File: src/hw/rtl/fpba_pkg.sv
// ----------------------------------------------------------------------------
// fpba_pkg
// Shared types, codes and defaults of the fit-policy block allocator.
// ----------------------------------------------------------------------------
`default_nettype none

package fpba_pkg;

    localparam int NBLOCKS_DEF   = 16;
    localparam int SIZE_BITS_DEF = 16;

    localparam int MODE_W   = 2;
    localparam int COUNT_W  = 5;
    localparam int IDX_W    = 4;
    localparam int AMOUNT_W = 16;
    localparam int CFG_W    = 5;

    localparam logic [MODE_W-1:0] FIT_FIRST = 2'd0;
    localparam logic [MODE_W-1:0] FIT_BEST  = 2'd1;
    localparam logic [MODE_W-1:0] FIT_WORST = 2'd2;

    localparam logic CFG_FIT_MODE    = 1'b0;
    localparam logic CFG_BLOCK_COUNT = 1'b1;

    localparam logic [COUNT_W-1:0] BLOCK_COUNT_RST = 5'd16;

    typedef struct packed {
        logic [MODE_W-1:0]  fit_mode;
        logic [COUNT_W-1:0] block_count;
    } t_cfg;

    typedef struct packed {
        logic                is_req;
        logic                in_range;
        logic [IDX_W-1:0]    idx;
        logic [AMOUNT_W-1:0] amount;
    } t_cmd;

    typedef enum logic [1:0] {
        ST_IDLE,
        ST_SCAN,
        ST_DRAIN,
        ST_DONE
    } t_bk_state;

endpackage

`default_nettype wire

File: src/hw/rtl/fpba_front.sv
// ----------------------------------------------------------------------------
// fpba_front
// Accepts input items, classifies them and holds them in a two-entry queue.
// ----------------------------------------------------------------------------
`default_nettype none

module fpba_front
    import fpba_pkg::*;
#(
    parameter int NBLOCKS = NBLOCKS_DEF
) (
    input  wire logic        i_clk,
    input  wire logic        i_rst_n,
    input  wire logic        s_axis_tvalid,
    output logic             s_axis_tready,
    input  wire logic [23:0] s_axis_tdata,
    input  wire logic        s_axis_tuser,
    output logic             o_q_valid,
    output t_cmd             o_q_cmd,
    input  wire logic        i_q_pop
);

    t_cmd       r_q [2];
    logic       r_wp;
    logic       r_rp;
    logic [1:0] r_cnt;
    t_cmd       w_cmd;
    logic       w_push;

    always_comb begin
        w_cmd.is_req   = s_axis_tuser;
        w_cmd.idx      = s_axis_tdata[IDX_W-1:0];
        w_cmd.amount   = s_axis_tdata[IDX_W +: AMOUNT_W];
        w_cmd.in_range = (32'(s_axis_tdata[IDX_W-1:0]) < 32'(NBLOCKS));
    end

    assign s_axis_tready = (r_cnt != 2'd2);
    assign w_push        = s_axis_tvalid && s_axis_tready;
    assign o_q_valid     = (r_cnt != 2'd0);
    assign o_q_cmd       = r_q[r_rp];

    always_ff @(posedge i_clk) begin
        if (w_push) begin
            r_q[r_wp] <= w_cmd;
        end
    end

    always_ff @(posedge i_clk) begin
        if (!i_rst_n) begin
            r_wp  <= 1'b0;
            r_rp  <= 1'b0;
            r_cnt <= 2'd0;
        end else begin
            if (w_push) begin
                r_wp <= ~r_wp;
            end
            if (i_q_pop) begin
                r_rp <= ~r_rp;
            end
            r_cnt <= r_cnt + 2'(w_push) - 2'(i_q_pop);
        end
    end

endmodule

`default_nettype wire

File: src/hw/rtl/fpba_back.sv
// ----------------------------------------------------------------------------
// fpba_back
// Carries out loads and requests on the free-size table and drives results.
// ----------------------------------------------------------------------------
`default_nettype none

module fpba_back
    import fpba_pkg::*;
#(
    parameter int NBLOCKS   = NBLOCKS_DEF,
    parameter int SIZE_BITS = SIZE_BITS_DEF
) (
    input  wire logic        i_clk,
    input  wire logic        i_rst_n,
    input  wire t_cfg        i_cfg,
    input  wire logic        i_q_valid,
    input  wire t_cmd        i_q_cmd,
    output logic             o_q_pop,
    output logic             m_axis_tvalid,
    input  wire logic        m_axis_tready,
    output logic [23:0]      m_axis_tdata,
    output logic             m_axis_tuser
);

    localparam int IW   = (NBLOCKS > 1) ? $clog2(NBLOCKS) : 1;
    localparam int CW0  = $clog2(NBLOCKS + 1);
    localparam int CW   = (CW0 > COUNT_W) ? CW0 : COUNT_W;
    localparam int SW   = SIZE_BITS;
    localparam int AXW  = (SW > AMOUNT_W) ? SW : AMOUNT_W;
    localparam int PXW  = (IW > IDX_W) ? IW : IDX_W;

    logic [SW-1:0]       r_mem [NBLOCKS];
    logic [NBLOCKS-1:0]  r_vld;
    logic [SW-1:0]       r_rd_data;
    logic                r_rd_vld;

    t_bk_state           r_state;
    t_bk_state           n_state;
    logic [MODE_W-1:0]   r_mode;
    logic [SW-1:0]       r_amt;
    logic [CW-1:0]       r_n;
    logic [CW-1:0]       r_ra;
    logic                r_pv;
    logic [IW-1:0]       r_pidx;
    logic                r_found;
    logic [SW-1:0]       r_best;
    logic [IW-1:0]       r_pick;

    logic                r_out_valid;
    logic                r_out_granted;
    logic [IDX_W-1:0]    r_out_blk;
    logic [AMOUNT_W-1:0] r_out_rem;

    logic [CW-1:0]       w_count;
    logic [CW-1:0]       w_n_use;
    logic [AXW-1:0]      w_amt_x;
    logic [SW-1:0]       w_amt_in;
    logic [IW-1:0]       w_ld_addr;
    logic [PXW-1:0]      w_idx_x;
    logic [IW-1:0]       w_rd_addr;
    logic [SW-1:0]       w_rd;
    logic                w_fits;
    logic                w_take;
    logic                w_grant;
    logic [SW-1:0]       w_new;
    logic [AXW-1:0]      w_new_x;
    logic [AXW-1:0]      w_ld_x;
    logic [PXW-1:0]      w_pick_x;
    logic                w_out_free;
    logic                w_start;

    logic                w_pop;
    logic                w_mem_we;
    logic [IW-1:0]       w_wa;
    logic [SW-1:0]       w_wd;
    logic                w_out_ld;
    logic                w_out_granted;
    logic [IDX_W-1:0]    w_out_blk;
    logic [AMOUNT_W-1:0] w_out_rem;

    assign w_count   = CW'(i_cfg.block_count);
    assign w_n_use   = (w_count > CW'(NBLOCKS)) ? CW'(NBLOCKS) : w_count;
    assign w_amt_x   = AXW'(i_q_cmd.amount);
    assign w_amt_in  = w_amt_x[SW-1:0];
    assign w_idx_x   = PXW'(i_q_cmd.idx);
    assign w_ld_addr = w_idx_x[IW-1:0];
    assign w_ld_x    = AXW'(w_amt_in);
    assign w_rd_addr = r_ra[IW-1:0];
    assign w_rd      = r_rd_vld ? r_rd_data : '0;
    assign w_fits    = (w_rd >= r_amt);
    assign w_out_free = !r_out_valid || m_axis_tready;
    assign w_grant   = r_found && ((r_mode != FIT_WORST) || (r_best >= r_amt));
    assign w_new     = r_best - r_amt;
    assign w_new_x   = AXW'(w_new);
    assign w_pick_x  = PXW'(r_pick);

    always_comb begin
        case (r_mode)
            FIT_BEST:  w_take = w_fits && (!r_found || (w_rd < r_best));
            FIT_WORST: w_take = !r_found || (w_rd > r_best);
            default:   w_take = !r_found && w_fits;
        endcase
    end

    always_comb begin
        n_state = r_state;
        case (r_state)
            ST_IDLE: begin
                if (i_q_valid && i_q_cmd.is_req && (w_n_use != '0)) begin
                    n_state = ST_SCAN;
                end
            end
            ST_SCAN: begin
                if (r_ra == r_n - CW'(1)) begin
                    n_state = ST_DRAIN;
                end
            end
            ST_DRAIN: n_state = ST_DONE;
            ST_DONE: begin
                if (w_out_free) begin
                    n_state = ST_IDLE;
                end
            end
            default: n_state = ST_IDLE;
        endcase
    end

    always_comb begin
        w_pop         = 1'b0;
        w_start       = 1'b0;
        w_mem_we      = 1'b0;
        w_wa          = w_ld_addr;
        w_wd          = w_amt_in;
        w_out_ld      = 1'b0;
        w_out_granted = 1'b0;
        w_out_blk     = '0;
        w_out_rem     = '0;
        case (r_state)
            ST_IDLE: begin
                if (i_q_valid && i_q_cmd.is_req && (w_n_use != '0)) begin
                    w_pop   = 1'b1;
                    w_start = 1'b1;
                end else if (i_q_valid && w_out_free) begin
                    w_pop    = 1'b1;
                    w_out_ld = 1'b1;
                    if (!i_q_cmd.is_req) begin
                        w_mem_we  = i_q_cmd.in_range;
                        w_out_blk = i_q_cmd.idx;
                        w_out_rem = w_ld_x[AMOUNT_W-1:0];
                    end
                end
            end
            ST_DONE: begin
                if (w_out_free) begin
                    w_out_ld = 1'b1;
                    if (w_grant) begin
                        w_mem_we      = 1'b1;
                        w_wa          = r_pick;
                        w_wd          = w_new;
                        w_out_granted = 1'b1;
                        w_out_blk     = w_pick_x[IDX_W-1:0];
                        w_out_rem     = w_new_x[AMOUNT_W-1:0];
                    end
                end
            end
            default: ;
        endcase
    end

    assign o_q_pop = w_pop;

    always_ff @(posedge i_clk) begin
        if (w_mem_we) begin
            r_mem[w_wa] <= w_wd;
        end
        r_rd_data <= r_mem[w_rd_addr];
    end

    always_ff @(posedge i_clk) begin
        if (!i_rst_n) begin
            r_vld    <= '0;
            r_rd_vld <= 1'b0;
        end else begin
            if (w_mem_we) begin
                r_vld[w_wa] <= 1'b1;
            end
            r_rd_vld <= r_vld[w_rd_addr];
        end
    end

    always_ff @(posedge i_clk) begin
        if (!i_rst_n) begin
            r_state     <= ST_IDLE;
            r_pv        <= 1'b0;
            r_found     <= 1'b0;
            r_out_valid <= 1'b0;
        end else begin
            r_state <= n_state;
            r_pv    <= (r_state == ST_SCAN);
            if (w_start) begin
                r_found <= 1'b0;
            end else if (r_pv && w_take) begin
                r_found <= 1'b1;
            end
            if (w_out_ld) begin
                r_out_valid <= 1'b1;
            end else if (m_axis_tready) begin
                r_out_valid <= 1'b0;
            end
        end
    end

    always_ff @(posedge i_clk) begin
        if (w_start) begin
            r_mode <= i_cfg.fit_mode;
            r_amt  <= w_amt_in;
            r_n    <= w_n_use;
            r_ra   <= '0;
        end else if (r_state == ST_SCAN) begin
            r_ra <= r_ra + CW'(1);
        end
        r_pidx <= w_rd_addr;
        if (r_pv && w_take) begin
            r_best <= w_rd;
            r_pick <= r_pidx;
        end
        if (w_out_ld) begin
            r_out_granted <= w_out_granted;
            r_out_blk     <= w_out_blk;
            r_out_rem     <= w_out_rem;
        end
    end

    assign m_axis_tvalid = r_out_valid;
    assign m_axis_tuser  = r_out_granted;
    assign m_axis_tdata  = {4'd0, r_out_rem, r_out_blk};

`ifndef SYNTHESIS
    a_pop_has_item: assert property (@(posedge i_clk) disable iff (!i_rst_n)
        o_q_pop |-> i_q_valid)
        else $error("pop from empty queue");

    a_pop_when_idle: assert property (@(posedge i_clk) disable iff (!i_rst_n)
        o_q_pop |-> (r_state == ST_IDLE))
        else $error("pop while busy");

    a_scan_in_range: assert property (@(posedge i_clk) disable iff (!i_rst_n)
        (r_state == ST_SCAN) |-> (r_ra < r_n))
        else $error("scan address past block count");

    a_eval_in_range: assert property (@(posedge i_clk) disable iff (!i_rst_n)
        r_pv |-> (CW'(r_pidx) < r_n))
        else $error("evaluated entry past block count");

    a_grant_found: assert property (@(posedge i_clk) disable iff (!i_rst_n)
        (w_out_ld && w_out_granted) |-> (r_found && (r_state == ST_DONE)))
        else $error("grant without a chosen block");
`endif

endmodule

`default_nettype wire

File: src/hw/rtl/fit_policy_block_allocator.sv
// ----------------------------------------------------------------------------
// fit_policy_block_allocator
// Free-size table with first, best and worst fit placement of requests.
// ----------------------------------------------------------------------------
// Items enter on the s_axis channel: tuser is the kind (0 load, 1 request),
// tdata carries load_index and amount. Each item gives one result on the
// m_axis channel: tuser is granted, tdata carries block_number and remaining.
// A load writes one entry; its result passes through the queue and the result
// register, and loads can be taken every cycle while no request is being
// scanned and the result side keeps up. A request reads the table one entry
// per cycle through the single read port of the table memory, over the first
// block_count entries (at most NBLOCKS), so it occupies the back end through
// the scan, drain and done states; its result is loaded at the end of them.
// With block_count zero a request is denied without a scan, like a load.
// A two-entry queue sits between input and back end, so up to two items are
// taken while a request is being scanned.
// The result register holds its item while m_axis_tready is low; the back end
// then holds, the queue fills and s_axis_tready drops.
// Reset clears all entries to zero (per-entry valid bits), fit_mode to first
// fit and block_count to 16. Write configuration through i_cfg_* only while
// no item is in flight.
// ----------------------------------------------------------------------------
`default_nettype none

module fit_policy_block_allocator
    import fpba_pkg::*;
#(
    parameter int NBLOCKS   = NBLOCKS_DEF,
    parameter int SIZE_BITS = SIZE_BITS_DEF
) (
    input  wire logic             i_clk,
    input  wire logic             i_rst_n,
    input  wire logic             i_cfg_wr_en,
    input  wire logic             i_cfg_index,
    input  wire logic [CFG_W-1:0] i_cfg_data,
    input  wire logic             s_axis_tvalid,
    output logic                  s_axis_tready,
    input  wire logic [23:0]      s_axis_tdata,   // load_index[3:0], amount[19:4]
    input  wire logic             s_axis_tuser,   // kind
    output logic                  m_axis_tvalid,
    input  wire logic             m_axis_tready,
    output logic [23:0]           m_axis_tdata,   // block_number[3:0], remaining[19:4]
    output logic                  m_axis_tuser    // granted
);

    t_cfg r_cfg;
    logic w_q_valid;
    t_cmd w_q_cmd;
    logic w_q_pop;

    always_ff @(posedge i_clk) begin
        if (!i_rst_n) begin
            r_cfg.fit_mode    <= FIT_FIRST;
            r_cfg.block_count <= BLOCK_COUNT_RST;
        end else if (i_cfg_wr_en) begin
            case (i_cfg_index)
                CFG_FIT_MODE:    r_cfg.fit_mode    <= i_cfg_data[MODE_W-1:0];
                CFG_BLOCK_COUNT: r_cfg.block_count <= i_cfg_data[COUNT_W-1:0];
                default: ;
            endcase
        end
    end

    fpba_front #(
        .NBLOCKS (NBLOCKS)
    ) u_front (
        .i_clk         (i_clk),
        .i_rst_n       (i_rst_n),
        .s_axis_tvalid (s_axis_tvalid),
        .s_axis_tready (s_axis_tready),
        .s_axis_tdata  (s_axis_tdata),
        .s_axis_tuser  (s_axis_tuser),
        .o_q_valid     (w_q_valid),
        .o_q_cmd       (w_q_cmd),
        .i_q_pop       (w_q_pop)
    );

    fpba_back #(
        .NBLOCKS   (NBLOCKS),
        .SIZE_BITS (SIZE_BITS)
    ) u_back (
        .i_clk         (i_clk),
        .i_rst_n       (i_rst_n),
        .i_cfg         (r_cfg),
        .i_q_valid     (w_q_valid),
        .i_q_cmd       (w_q_cmd),
        .o_q_pop       (w_q_pop),
        .m_axis_tvalid (m_axis_tvalid),
        .m_axis_tready (m_axis_tready),
        .m_axis_tdata  (m_axis_tdata),
        .m_axis_tuser  (m_axis_tuser)
    );

endmodule

`default_nettype wire

File: config.mk
export PLATFORM = sky130hd
export DESIGN_NAME = fit_policy_block_allocator
export DESIGN_NICKNAME = d
export VERILOG_FILES = /design/src/hw/rtl/fpba_pkg.sv /design/src/hw/rtl/fpba_front.sv /design/src/hw/rtl/fpba_back.sv /design/src/hw/rtl/fit_policy_block_allocator.sv
export SDC_FILE = /design/constraint.sdc
export NUM_CORES = 1
export LEC_CHECK = 0
export ABC_AREA = 1
export BUFFER_PORTS_ARGS = -buffer_cell sky130_fd_sc_hd__buf_4
export CAP_MARGIN = 5
export CORE_ASPECT_RATIO = 0.6
export CORE_MARGIN = 2
export CORE_UTILIZATION = 35
export DETAILED_ROUTE_END_ITERATION = 16
export GPL_TIMING_DRIVEN = 1
export SKIP_LAST_GASP = 1
export SYNTH_ARGS = -nofsm -noshare
export SYNTH_HDL_FRONTEND = slang
export SYNTH_SLANG_ARGS = --single-unit
File: constraint.sdc
create_clock -name i_clk -period 4.2 [get_ports i_clk]
set_clock_uncertainty 0.15 [all_clocks]
set_input_delay 0.42 -clock i_clk [delete_from_list [all_inputs] [get_ports i_clk]]
set_output_delay 0.42 -clock i_clk [all_outputs]
set_load 0.02 [all_outputs]
==> flow_metrics.tcl <==
set metrics [dict create \
    drive_gt1_share_pct 11.2 \
    utilization_pct 40.8 \
    setup-tns-final_ns 0 \
    worstHoldStart "i_rst_n" \
    cp_slowest_cell "inv_1" \
    io_buffer_count 54 \
    finalCritPeriodShare_pct 85.9 \
    clk_latency_ns 0.55 \
    num_io_pins 63 \
    cts-root-buf "clkbuf_16" \
    r2r_slack_ns 0.59 \
    drt_iter0_drc 1095 \
    finalMaxSlewViolations 0 \
    final.hold.worst_slack_ns 0.0428 \
    synth_top_area_cell "edfxtp_1" \
    start_util_pct 35.3 \
    cts_tree "built" \
    yosys-top-cells-area "edfxtp_1 61%, dfxtp_1 6.6%, nand2_1 5.4%" \
    finalWeightedCongestion 0.876 \
    yosys_warnings 0 \
    worstReg2RegStart "u_back.r_best[0]" \
    status "complete, no violations" \
    holdPathStages 2 \
    max_slew_margin_pct 14.2 \
    drt-pass1-iter-count 5 \
    drc 0 \
    use_met3_pct 2.36 \
    die-area_um2 53100 \
    cts_sinks 421 \
    path_max_fanout 16 \
    max_cap_violations 0 \
    post_cts_buffers 0 \
    hold-path-endpoint "r_cfg[4]" \
    grtUsageMet2_pct 22.6 \
    dpl.hpwl_um 27100 \
    postRouteAntennaNets 0 \
    insertedDiodeCount 0 \
    fmax_mhz 277 \
    wl_per_cell_um 17.2 \
    crit_path_start_kind "register" \
    reg2reg_depth 15 \
    cts_made_buffers 38 \
    syn_inst 1595 \
    synth_area_um2 17900 \
    die_w_um 296 \
    synth_ff_type "edfxtp_1" \
    fin_crit_ns 3.61 \
    rsz0062_at_grt "no" \
    final_cell_mix "362 x edfxtp_1, 259 x nand2_1, 183 x nor2_1" \
    path_class "register to register" \
    worst_ep_required_time_ns 4.21 \
    wl_um 41300 \
    hold_path.class "input pin to register" \
    p_per_area_nw_per_um2 638 \
    mostFrequentLayoutCell "edfxtp_1" \
    synth_edf_count 362 \
    synth-seq-cells 421 \
    ir_drop_mv 0.329 \
    yosys.cell_types.count 47 \
    syn2layout_area_growth_pct 15.4 \
    crit_chain "inv_1 -> ha_1 -> inv_1 -> fa_1 -> nand2_1 -> nand2_1 -> nand3_2 -> nand3_2 -> nand3_2 -> nand2_2 -> nand3_1 -> nand2_4 -> nor2_4 -> nand3_1 -> inv_1" \
    gr-total-overflow 0 \
    antenna_found_initial 0 \
    grt_pass1_wl_um 63400 \
    grt_pass1_vias 11200 \
    viasPerCell 4.94 \
    yosysTopAreaCellShare_pct 60.6 \
    p_leak_nw 7.80 \
    vias 11900 \
    synthArstFlopShare_pct 0 \
    finalSetupViolCount 0 \
    yosysSeqAreaShare_pct 67.2 \
    path_buf_inv 3 \
    synth.avg_cell_area_um2 11.2 \
    critical_path.top_delay_family "simple AND/OR/NAND/NOR gates" \
    fp.coreArea_um2 50800 \
    slowest_delay_ns 0.71 \
    rows 64 \
    htreeDepth 2 \
    die_h_um 179 \
    busiest_layer "met1" \
    worst_pin_slew_ns 1.29 \
    fin_nets 1775 \
    grt_max_degree 100 \
    cts_buffer_depth 3 \
    cts.clk_slew.worst_paths_ns 0.07 \
    r2r_end "u_back.r_mem[0][15]" \
    grtUsageMet1_pct 23.9 \
    grt_usage_pct 15.3 \
    worst_setup_path_end_kind "register" \
    finalHoldViolations 0 \
    worst_ep_arrival_time_ns 3.62 \
]
[sequential cells by signal, summed over array words and instances, names as in the netlist, named ones only]
signal and cells:
r_cfg 7, u_back.m_axis_tuser 1, u_back.m_axis_tvalid 1, u_back.r_amt 16, u_back.r_best 16, u_back.r_found 1
u_back.r_mem 256, u_back.r_mode 2, u_back.r_n 5, u_back.r_out_blk 4, u_back.r_out_rem 16, u_back.r_pick 4
u_back.r_pidx 4, u_back.r_pv 1, u_back.r_ra 5, u_back.r_rd_data 16, u_back.r_rd_vld 1, u_back.r_state 2
u_back.r_vld 16, u_front.r_cnt 2, u_front.r_q 42, u_front.r_rp 1, u_front.r_wp 1
[per-stage QoR]
step                std cells  total power [mW]  worst slack, ns  area, µm²
floorplan                1598              8.42             1.13      18000
detailed placement       2308              9.82            0.601      19200
CTS                      2402              13.3            0.592      20700
global route             2403              14.0            0.350      20700
finish                   2403              13.2            0.591      20700
global placement         2308              9.72            0.624      19200
[cell type report]
type / count / area, µm²
Clock buffer: 52 / 1060
Sequential cell: 421 / 12100
Multi-Input combinational cell: 959 / 5060
Clock inverter: 16 / 153
Inverter: 146 / 549
Tap cell: 693 / 867
Timing Repair Buffer: 116 / 943
Fill cell: 4799 / 30100
[worst max-delay path by stage]
stage | from | to | slack, ns | depth (start not counted)
3_3_place_gp | u_back.r_best[0] | u_back.r_mem[0][15] | 0.62 | 15
4_1_cts | u_back.r_best[0] | u_back.r_mem[0][5] | 0.59 | 15
3_5_place_dp | u_back.r_best[0] | u_back.r_mem[0][9] | 0.60 | 15
5_1_grt | u_back.r_best[0] | u_back.r_mem[0][10] | 0.35 | 15
2_1_floorplan | u_back.r_best[0] | u_back.r_mem[0][12] | 1.13 | 14
6_report | u_back.r_best[0] | u_back.r_mem[0][15] | 0.59 | 15
[cells in the mapped netlist, types with 10 or more instances]
master    count
a21oi_1      79
nand3_1      66
dfxtp_1      59
nand2_1     259
o21ai_0     161
or2_2        11
inv_1       140
o22ai_1      38
ha_1         56
o221ai_1     27
clkbuf_1     60
edfxtp_1    362
xor2_1       10
nor2_1      185
[where the power goes]
group          leakage [nW]  switching (mW)  internal (mW)
registers              3.78           0.208           5.43
logic                  3.43            2.94           1.17
clock network         0.596            1.54           1.92
[cell families (layout without fill, tap and decap cells)]
logic type                 after synthesis  count (layout)  share of synthesized area [%]
AOI/OAI and AO/OA                      324             324                           10.2
xor gates and xnor gates                13              13                          0.635
adders and majority gates               57              57                           4.02
buffers and inverters                  218             330                           4.73
DFF                                    421             421                           67.2
muxes                                    1               1                         0.0558
other                                    1               4                         0.0209
and+or+nand+nor                        560             560                           13.2
[worst reg2reg max path, cell delays in order, from the launching register on]
cell and delay (ns):
edfxtp_1 0.38, inv_1 0.08, ha_1 0.16, inv_1 0.06
fa_1 0.43, nand2_1 0.10, nand2_1 0.12, nand3_2 0.12
nand3_2 0.10, nand3_2 0.08, nand2_2 0.14, nand3_1 0.19
nand2_4 0.13, nor2_4 0.16, nand3_1 0.11, inv_1 0.71
[repair_timing]
action / in CTS / in global routing
hold buffers: 26 / 0
endpoints found under the hold margin: 46 / 0
resized for setup: 0 / 0
[metal layers]
metal,share of wire [%],vias to the layer above
li1,-,5738
met1,51,5771
met2,42,313
met3,5.7,47
met4,1.2,0
met5,0,-
Note: power is estimated with default switching activity, not from simulation.
